$ cat config.mk
export PLATFORM = sky130hd
export DESIGN_NAME = led_pwm_fader
export DESIGN_NICKNAME = d
export VERILOG_FILES = /design/src/rtl/lpf_pkg.sv /design/src/rtl/led_pwm_fader.sv
export SDC_FILE = /design/constraint.sdc
export NUM_CORES = 1
export LEC_CHECK = 0
export BUFFER_PORTS_ARGS = -buffer_cell sky130_fd_sc_hd__buf_2
export CAP_MARGIN = 20
export CORE_MARGIN = 2
export CORE_UTILIZATION = 40
export DETAILED_ROUTE_END_ITERATION = 6
export SYNTH_ARGS = -nofsm -noshare
export SYNTH_HDL_FRONTEND = slang
export SYNTH_SLANG_ARGS = --single-unit
$ cat constraint.sdc
create_clock -name clk -period 3.2 [get_ports clk]
set_input_delay 0.32 -clock clk [delete_from_list [all_inputs] [get_ports clk]]
set_output_delay 0.32 -clock clk [all_outputs]
set_load 0.03 [all_outputs]
$ cat src/rtl/lpf_pkg.sv
`timescale 1ns / 1ps
// ----------------------------------------------------------------------------
// LED PWM fader package
// Constants, types and fade state codes shared by the LED PWM fader.
// ----------------------------------------------------------------------------
package lpf_pkg;

	localparam int NUM_LEDS        = 10;
	localparam int SLOTS_PER_FRAME = 255;

	localparam int LEVEL_W = 8;
	localparam int MASK_W  = 10;
	localparam int CNT_W   = (SLOTS_PER_FRAME > 2) ? $clog2(SLOTS_PER_FRAME) : 1;
	localparam int IN_W    = 16;
	localparam int OUT_W   = 16;

	typedef logic [LEVEL_W-1:0] level_t;
	typedef logic [CNT_W-1:0]   cnt_t;
	typedef logic [1:0]         fade_t;

	localparam level_t LEVEL_MAX = '1;

	localparam fade_t FADE_DEAD  = 2'd0;
	localparam fade_t FADE_ALIVE = 2'd1;
	localparam fade_t FADE_DYING = 2'd2;
	localparam fade_t FADE_BORN  = 2'd3;

endpackage

$ cat src/rtl/led_pwm_fader.sv
`timescale 1ns / 1ps
// ----------------------------------------------------------------------------
// LED PWM fader
// Slot-by-slot PWM driver for a row of LEDs with per-LED fade in and fade out.
// ----------------------------------------------------------------------------
// Each beat on the input stream is one PWM slot tick. The tick is taken into
// an input register, and from there all LEDs are compared with the
// shared slot counter in parallel, fades are stepped at a frame end and the
// optional target mask is applied. The new line pattern then goes to the
// result register once that register is free or is being emptied.
// Throughput is one beat per cycle unless the receiver stalls; every LED has
// its own comparator and fade logic; only the single slot counter is shared.
// A frame ends when the slot counter wraps; that result beat carries tlast.
// A paused tick holds the lines and the counter but still applies targets.
// Reset turns all lines off, zeroes every level and marks every LED dead.
// While the receiver stalls, the result register holds its beat and the input
// register can still take one more tick; only when both are full does
// s_axis_tready fall. No beat is ever dropped or repeated.
// ----------------------------------------------------------------------------
module led_pwm_fader (
	input  logic                     clk,
	input  logic                     arst_n,
	input  logic                     s_axis_tvalid,
	output logic                     s_axis_tready,
	// [9:0] target_on_mask, [10] pause, [15:11] zero
	input  logic [lpf_pkg::IN_W-1:0] s_axis_tdata,
	// [0] update_targets
	input  logic                     s_axis_tuser,
	output logic                     m_axis_tvalid,
	input  logic                     m_axis_tready,
	// [9:0] led_lines, [15:10] zero
	output logic [lpf_pkg::OUT_W-1:0] m_axis_tdata,
	// frame_done
	output logic                     m_axis_tlast
);

	// Input register stage.
	logic                       valid_s1;
	logic                       upd_s1;
	logic                       pause_s1;
	logic [lpf_pkg::MASK_W-1:0] mask_s1;

	// Block state.
	lpf_pkg::level_t             level_q [lpf_pkg::NUM_LEDS];
	lpf_pkg::fade_t              fade_q  [lpf_pkg::NUM_LEDS];
	lpf_pkg::cnt_t               cnt_q;
	logic [lpf_pkg::NUM_LEDS-1:0] lines_q;

	// Next-state values.
	lpf_pkg::level_t             level_d [lpf_pkg::NUM_LEDS];
	lpf_pkg::fade_t              fade_d  [lpf_pkg::NUM_LEDS];
	lpf_pkg::cnt_t               cnt_d;
	logic [lpf_pkg::NUM_LEDS-1:0] lines_d;
	logic [lpf_pkg::CNT_W:0]      cnt_inc;
	logic                         wrap;
	logic [lpf_pkg::NUM_LEDS-1:0] want_on;

	// Result register.
	logic                       m_valid_q;
	logic [lpf_pkg::MASK_W-1:0] m_lines_q;
	logic                       m_last_q;

	logic adv;

	// The tick in the input register moves on whenever the result register is
	// free or is being emptied in this cycle.
	assign adv           = valid_s1 && (!m_valid_q || m_axis_tready);
	assign s_axis_tready = !valid_s1 || adv;

	always_ff @(posedge clk or negedge arst_n) begin
		if (!arst_n) begin
			valid_s1 <= 1'b0;
		end else if (s_axis_tready) begin
			valid_s1 <= s_axis_tvalid;
		end
	end

	always_ff @(posedge clk) begin
		if (s_axis_tvalid && s_axis_tready) begin
			mask_s1  <= s_axis_tdata[lpf_pkg::MASK_W-1:0];
			pause_s1 <= s_axis_tdata[lpf_pkg::MASK_W];
			upd_s1   <= s_axis_tuser;
		end
	end

	// Mask bits for LEDs beyond the mask width read as fade out.
	assign want_on = lpf_pkg::NUM_LEDS'(mask_s1);

	always_comb begin
		cnt_inc = {1'b0, cnt_q} + 1'b1;
		wrap    = !pause_s1 && (cnt_inc >= (lpf_pkg::CNT_W + 1)'(lpf_pkg::SLOTS_PER_FRAME));
		if (pause_s1) begin
			cnt_d = cnt_q;
		end else if (wrap) begin
			cnt_d = '0;
		end else begin
			cnt_d = cnt_inc[lpf_pkg::CNT_W-1:0];
		end

		for (int i = 0; i < lpf_pkg::NUM_LEDS; i++) begin
			lines_d[i] = lines_q[i];
			level_d[i] = level_q[i];
			fade_d[i]  = fade_q[i];

			if (!pause_s1) begin
				lines_d[i] = (level_q[i] != '0) &&
					(level_q[i] >= lpf_pkg::LEVEL_W'(cnt_q));
			end

			// Frame end: dead and alive LEDs are forced off and on, fading
			// LEDs step one level and settle when they reach the end.
			if (wrap) begin
				case (fade_q[i])
					lpf_pkg::FADE_DEAD: begin
						lines_d[i] = 1'b0;
					end
					lpf_pkg::FADE_ALIVE: begin
						lines_d[i] = 1'b1;
					end
					lpf_pkg::FADE_DYING: begin
						if (level_q[i] == '0) begin
							fade_d[i] = lpf_pkg::FADE_DEAD;
						end else begin
							level_d[i] = level_q[i] - 1'b1;
						end
					end
					lpf_pkg::FADE_BORN: begin
						if (level_q[i] == lpf_pkg::LEVEL_MAX) begin
							fade_d[i] = lpf_pkg::FADE_ALIVE;
						end else begin
							level_d[i] = level_q[i] + 1'b1;
						end
					end
					default: begin
						fade_d[i] = fade_q[i];
					end
				endcase
			end

			// New targets act on the state left by the frame end.
			if (upd_s1) begin
				if (want_on[i]) begin
					if (fade_d[i] != lpf_pkg::FADE_ALIVE) begin
						fade_d[i] = lpf_pkg::FADE_BORN;
					end
				end else begin
					if (fade_d[i] != lpf_pkg::FADE_DEAD) begin
						fade_d[i] = lpf_pkg::FADE_DYING;
					end
				end
			end
		end
	end

	always_ff @(posedge clk or negedge arst_n) begin
		if (!arst_n) begin
			cnt_q   <= '0;
			lines_q <= '0;
			for (int i = 0; i < lpf_pkg::NUM_LEDS; i++) begin
				level_q[i] <= '0;
				fade_q[i]  <= lpf_pkg::FADE_DEAD;
			end
		end else if (adv) begin
			cnt_q   <= cnt_d;
			lines_q <= lines_d;
			for (int i = 0; i < lpf_pkg::NUM_LEDS; i++) begin
				level_q[i] <= level_d[i];
				fade_q[i]  <= fade_d[i];
			end
		end
	end

	// Result register.
	always_ff @(posedge clk or negedge arst_n) begin
		if (!arst_n) begin
			m_valid_q <= 1'b0;
		end else if (adv) begin
			m_valid_q <= 1'b1;
		end else if (m_axis_tready) begin
			m_valid_q <= 1'b0;
		end
	end

	always_ff @(posedge clk) begin
		if (adv) begin
			m_lines_q <= lpf_pkg::MASK_W'(lines_d);
			m_last_q  <= wrap;
		end
	end

	assign m_axis_tvalid = m_valid_q;
	assign m_axis_tdata  = lpf_pkg::OUT_W'(m_lines_q);
	assign m_axis_tlast  = m_last_q;

	// A tick that reaches the last slot of a frame must produce a frame end.
	assert property (@(posedge clk) disable iff (!arst_n)
		(adv && !pause_s1 &&
			(cnt_q == lpf_pkg::CNT_W'(lpf_pkg::SLOTS_PER_FRAME - 1)))
		|=> (m_axis_tlast && cnt_q == '0))
		else $error("slot counter did not wrap at the end of a frame");

	// The slot counter never leaves its frame.
	assert property (@(posedge clk) disable iff (!arst_n)
		({1'b0, cnt_q} < (lpf_pkg::CNT_W + 1)'(lpf_pkg::SLOTS_PER_FRAME)))
		else $error("slot counter out of range");

	// A paused tick leaves the counter and the lines as they were.
	assert property (@(posedge clk) disable iff (!arst_n)
		(adv && pause_s1) |=> ($stable(cnt_q) && $stable(lines_q) && !m_axis_tlast))
		else $error("paused tick changed the counter or the lines");

	// A stalled result beat is not overwritten by a tick from the input stage.
	assert property (@(posedge clk) disable iff (!arst_n)
		(m_valid_q && !m_axis_tready) |-> !adv)
		else $error("result register overwritten while stalled");

endmodule

# Yosys cells after proc, flatten, opt, wreduce, memory -nomap -nowiden
# Index checks and enable logic that the tools add are counted.
# totals
ff_bits	143
input_bits	21
output_inout_bits	19
wordCells	355
# classes
n_addsub	21
n_lt_le_gt_ge	11
n_eq_ne	70
n_mux	143
bitwise_logic	1
reduce_logical	80
# ops
operator	n
two-way mux 8 bit	21
one-hot mux 8 bit (2 select lines)	10
two-way mux 2 bit	70
adder 8 x 1 -> 8 bit (second input constant)	10
== test 8 bit (second input constant)	10
>= comparator 8 bit	10
logical NOT 8 bit	10
nonzero test 8 bit	10
subtractor 8 x 1 -> 8 bit (second input constant)	10
AND reduction 5 bit	10
nonzero test 2 bit	21
== test 2 bit (second input constant)	20
!= test 2 bit (second input constant)	20
one-hot mux 2 bit (2 select lines)	10
two-way mux 1 bit	22
== test 2 x 1 -> 1 bit (second input constant)	10
logical NOT 2 bit	10
!= test 2 x 1 -> 1 bit (second input constant)	10
one-hot mux 1 bit (2 select lines)	10
logical AND 1 bit	13
adder 8 x 1 -> 9 bit (second input constant)	1
>= comparator 9 x 8 -> 1 bit (second input constant)	1
logical NOT 1 bit	3
logical OR 1 bit	2
2 further kinds	2

# Longest topological paths before layout
# logic_depth
ltp_word	8
mapped_depth	11
ltp_nobuf	8

# Worst setup path before layout
# No wires, ideal clock.
# synth_timing
path_kind	register to register
start	reg cnt_q[0]
end	reg level_q[41] in the netlist's numbering
setup_time_ns	0.125
arrival_ns	2.535
required_ns	3.075
slack_ns	0.540
stages_incl_launch_ff	10
path_buffers	1
period_less_slack_ns	2.660
path_cell_list	dfrtp_1 inv_1 ha_1 o21bai_1 nand3_1 mux2i_1 a31oi_4 buf_12 nor3_4 mux2_2
# synth_via
elab_chain_cells	4
# synth_rtl
element	line_no	text
start, declared	led_pwm_fader.sv:46	lpf_pkg::cnt_t cnt_q;
start signal, assigned	led_pwm_fader.sv:164	cnt_q <= cnt_d;
adder 8 x 1 -> 9 bit	led_pwm_fader.sv:90	cnt_inc = {1'b0, cnt_q} + 1'b1;
>= comparator 9 x 8 -> 1 bit	led_pwm_fader.sv:91	wrap = !pause_s1 && (cnt_inc >= (lpf_pkg::CNT_W + 1)'(lpf_pkg::SLOTS_PER_FRAME));
logical AND 1 bit	led_pwm_fader.sv:91	
AND reduction 5 bit (no line)	--	
end signal, assigned by index	led_pwm_fader.sv:167	level_q[i] <= level_d[i];
end, declared	led_pwm_fader.sv:44	lpf_pkg::level_t level_q [lpf_pkg::NUM_LEDS];
# Every way passes these cells.
# A chain may end at the register's enable or synchronous reset.

# Worst setup path after layout
# layout_timing
start	reg cnt_q[0]
end	reg level_q[18] in the netlist's numbering
# The elaborated chain is that of the path after synthesis.

==> flow_summary.json <==
{
  "setup_ws_ps": 438,
  "fillers": 2567,
  "gp_congestion": 0.792,
  "timing.final.max_slew_violations": 0,
  "fmax_mhz": 362,
  "root_buffer": "clkbuf_16",
  "cts_setup_buffers": 0,
  "postRouteAntennaNets": 0,
  "fin_area_mm2": 0.0121,
  "rsz0062_at_grt": "no",
  "powerDensity_mw_per_mm2": 540,
  "yosysTopAreaCellShare_pct": 27.5,
  "final_nets": 1288,
  "synth_cells": 1070,
  "start_kind": "flip-flop",
  "firstDrtPassIters": 4,
  "viasPerCell": 5.58,
  "fin_crit_ps": 2760,
  "cts_tree": "built",
  "finalSetupViolCount": 0,
  "fin_worst_skew_ps": 9.86,
  "tightest_slew_ps": 959,
  "worstSkewPairLatency_ps": 430,
  "end_kind": "flip-flop",
  "crit_fanout": 42,
  "min_from": "s_axis_tdata[3]",
  "final_common_cell": "ha_1",
  "areaGrowthSynthToFinish_pct": 10.9,
  "grt_antenna_before_repair": 1,
  "dp_worst_setup_slack_ps": 423,
  "gr-total-overflow": 0,
  "dp_hpwl_um": 17400,
  "hold_ws_ps": 66.6,
  "tns_ps": 0,
  "maxSlewHeadroom_pct": 36.1,
  "layout_common_cells": "ha_1, dfrtp_1, nand2_1",
  "die-area_mm2": 0.0287,
  "cts_num_sinks": 143,
  "synth_edf_count": 23,
  "wl_per_cell_um": 17.1,
  "setup.worst_path.start": "cnt_q[0]",
  "avgSynthCellArea_um2": 10.2,
  "dr.first_iter.drc_count": 511,
  "maxCapViolCount": 0,
  "critPathArrivalTime_ps": 3080,
  "cts_inserted_buffers": 17,
  "synth.area.top_cells": "dfrtp_1, ha_1, edfxtp_1",
  "synth_area_mm2": 0.0109,
  "ys_warn_count": 0,
  "r2r-start": "cnt_q[0]",
  "status": "completed",
  "clk_path_buf_depth": 2,
  "synth_top_cell_by_area": "dfrtp_1",
  "die_x_um": 169,
  "rows": 60,
  "synth_seq_cells": 143,
  "drc_errors": 0,
  "placed_area_mm2": 0.0115,
  "detailroute.via_count": 8199,
  "ys_types": 60,
  "htreeDepth": 4,
  "dieHeight_um": 169,
  "critPathMaxStageDelay_ps": 470,
  "grt_pass1_wl_um": 42200,
  "hold_class": "in -> reg",
  "drive_gt1_share_pct": 14.8,
  "critical_path_class": "reg -> reg",
  "vdd_drop_max_v": 0.000365,
  "synth_flop_cell": "dfrtp_1",
  "clk_pin_slew_ps": 60,
  "post-route-period-util_pct": 86.3,
  "critPathSlowestCell": "nor3_4",
  "p_leak_nw": 5.49,
  "async_flop_share_pct": 83.9,
  "p_total_mw": 6.55,
  "grt_max_degree": 58,
  "numPortBuffers": 28,
  "grt_usage_pct": 18.5,
  "crit_chain": "buf_4 -> ha_1 -> nand2b_1 -> o21ai_0 -> a32o_1 -> a31oi_4 -> buf_12 -> nor3_4 -> mux2_2",
  "first_global_vias": 8151,
  "hold_viol": 0,
  "design.core.area_mm2": 0.0269,
  "io_pins": 40,
  "drt_wl_total_um": 25200,
  "yosysSeqAreaShare_pct": 33.8,
  "critPathRequiredTime_ps": 3510,
  "initial_core_util_pct": 40.7
}
## flip-flops by register name, indices dropped and copies added, names as in the netlist, 8 cells and up
name / count
fade_q: 20
level_q: 80
m_lines_q: 10
cnt_q: 8
mask_s1: 10
lines_q: 10
## critical path, delay by kind of cell (launching register included)
kind	cells	cell delay, ps
multiplexers	1	390
adder cells (fa/ha/maj)	1	290
buffers and inverters	2	400
flip-flops	1	410
AO/OA/AOI/OAI	3	490
AND/OR/NAND/NOR	2	640
## cells in the mapped netlist, types with 5 or more instances
cell / instances
nand3_1: 30
and3_1: 7
o31a_1: 10
a221o_1: 5
a2bb2oi_1: 10
a21oi_1: 58
nor4_4: 6
a21o_1: 17
nand4_1: 25
nand2b_1: 6
inv_1: 50
o21ai_0: 48
xor2_1: 34
a41oi_1: 10
mux2_2: 57
o21bai_1: 11
nor3_4: 9
or3_1: 18
buf_4: 6
dfrtp_1: 120
nand2_1: 93
o21ai_2: 5
fa_1: 10
nor3_1: 14
ha_1: 142
a32oi_1: 10
xnor2_1: 56
nor2b_1: 10
nor4_1: 17
a211oi_1: 20
o211ai_1: 16
o41ai_1: 7
clkbuf_1: 10
edfxtp_1: 23
nor2_1: 38
o21a_1: 10
a31oi_1: 5
## power by group
group | leakage (nW) | internal, mW | switching (mW)
clock | 0.293 | 1.26 | 0.792
combinational | 3.46 | 0.982 | 1.38
sequential | 1.74 | 1.97 | 0.159
## through the flow
stage          instances  utilization, %
2_1_floorplan       1075               -
3_3_place_gp        1436            42.8
3_5_place_dp        1436            42.8
4_1_cts             1469            45.1
5_1_grt             1469            45.1
6_report            1470            45.1
## cell families (layout without fill, tap and decap cells)
family,count (synthesis),after routing,share of synthesized area [%]
buffers and inverters,77,130,3.55
AND/OR/NAND/NOR,296,296,15.5
adder cells (fa/ha/maj),152,152,18.1
flip-flops,143,143,33.8
multiplexers,61,61,6.24
XOR/XNOR,90,90,7.21
AO/OA/AOI/OAI,250,250,15.5
other,1,7,0.0343
## final timing paths
check,endpoint,slack [ps],depth (start not counted)
max,level_q[18],440,9
min in group asynchronous,level_q[51],430,2
min reg2reg,fade_q[14],510,2
max reg2reg,level_q[18],440,9
max in group asynchronous,level_q[7],1980,3
min,mask_s1[3],70,1
## layer usage
| layer | vias to the layer above | GRT usage, % | share of wire, % |
|---|---|---|---|
| met3 | 12 | 3.24 | 3.1 |
| met4 | 0 | 4.16 | 0.73 |
| li1 | 4115 | - | - |
| met2 | 88 | 30.5 | 47 |
| met5 | - | 0 | 0 |
| met1 | 3984 | 25.6 | 50 |
## layout make-up
type                       instances  area [um^2]  area share, %
multi-input combinational        855         6880           56.8
clock buffer                      21          460           3.80
timing repair buffer              48          333           2.75
antenna                            1         2.50         0.0206
clock inverter                    11          139           1.15
inverter                          50          188           1.55
tap                              341          427           3.52
sequential                       143         3690           30.5
## timing repair
action / CTS / global route
resized for setup: 0 / 0
hold buffers: 1 / 0
hold endpoints to repair: 38 / 0
Note: power is estimated with default switching activity, not from simulation.
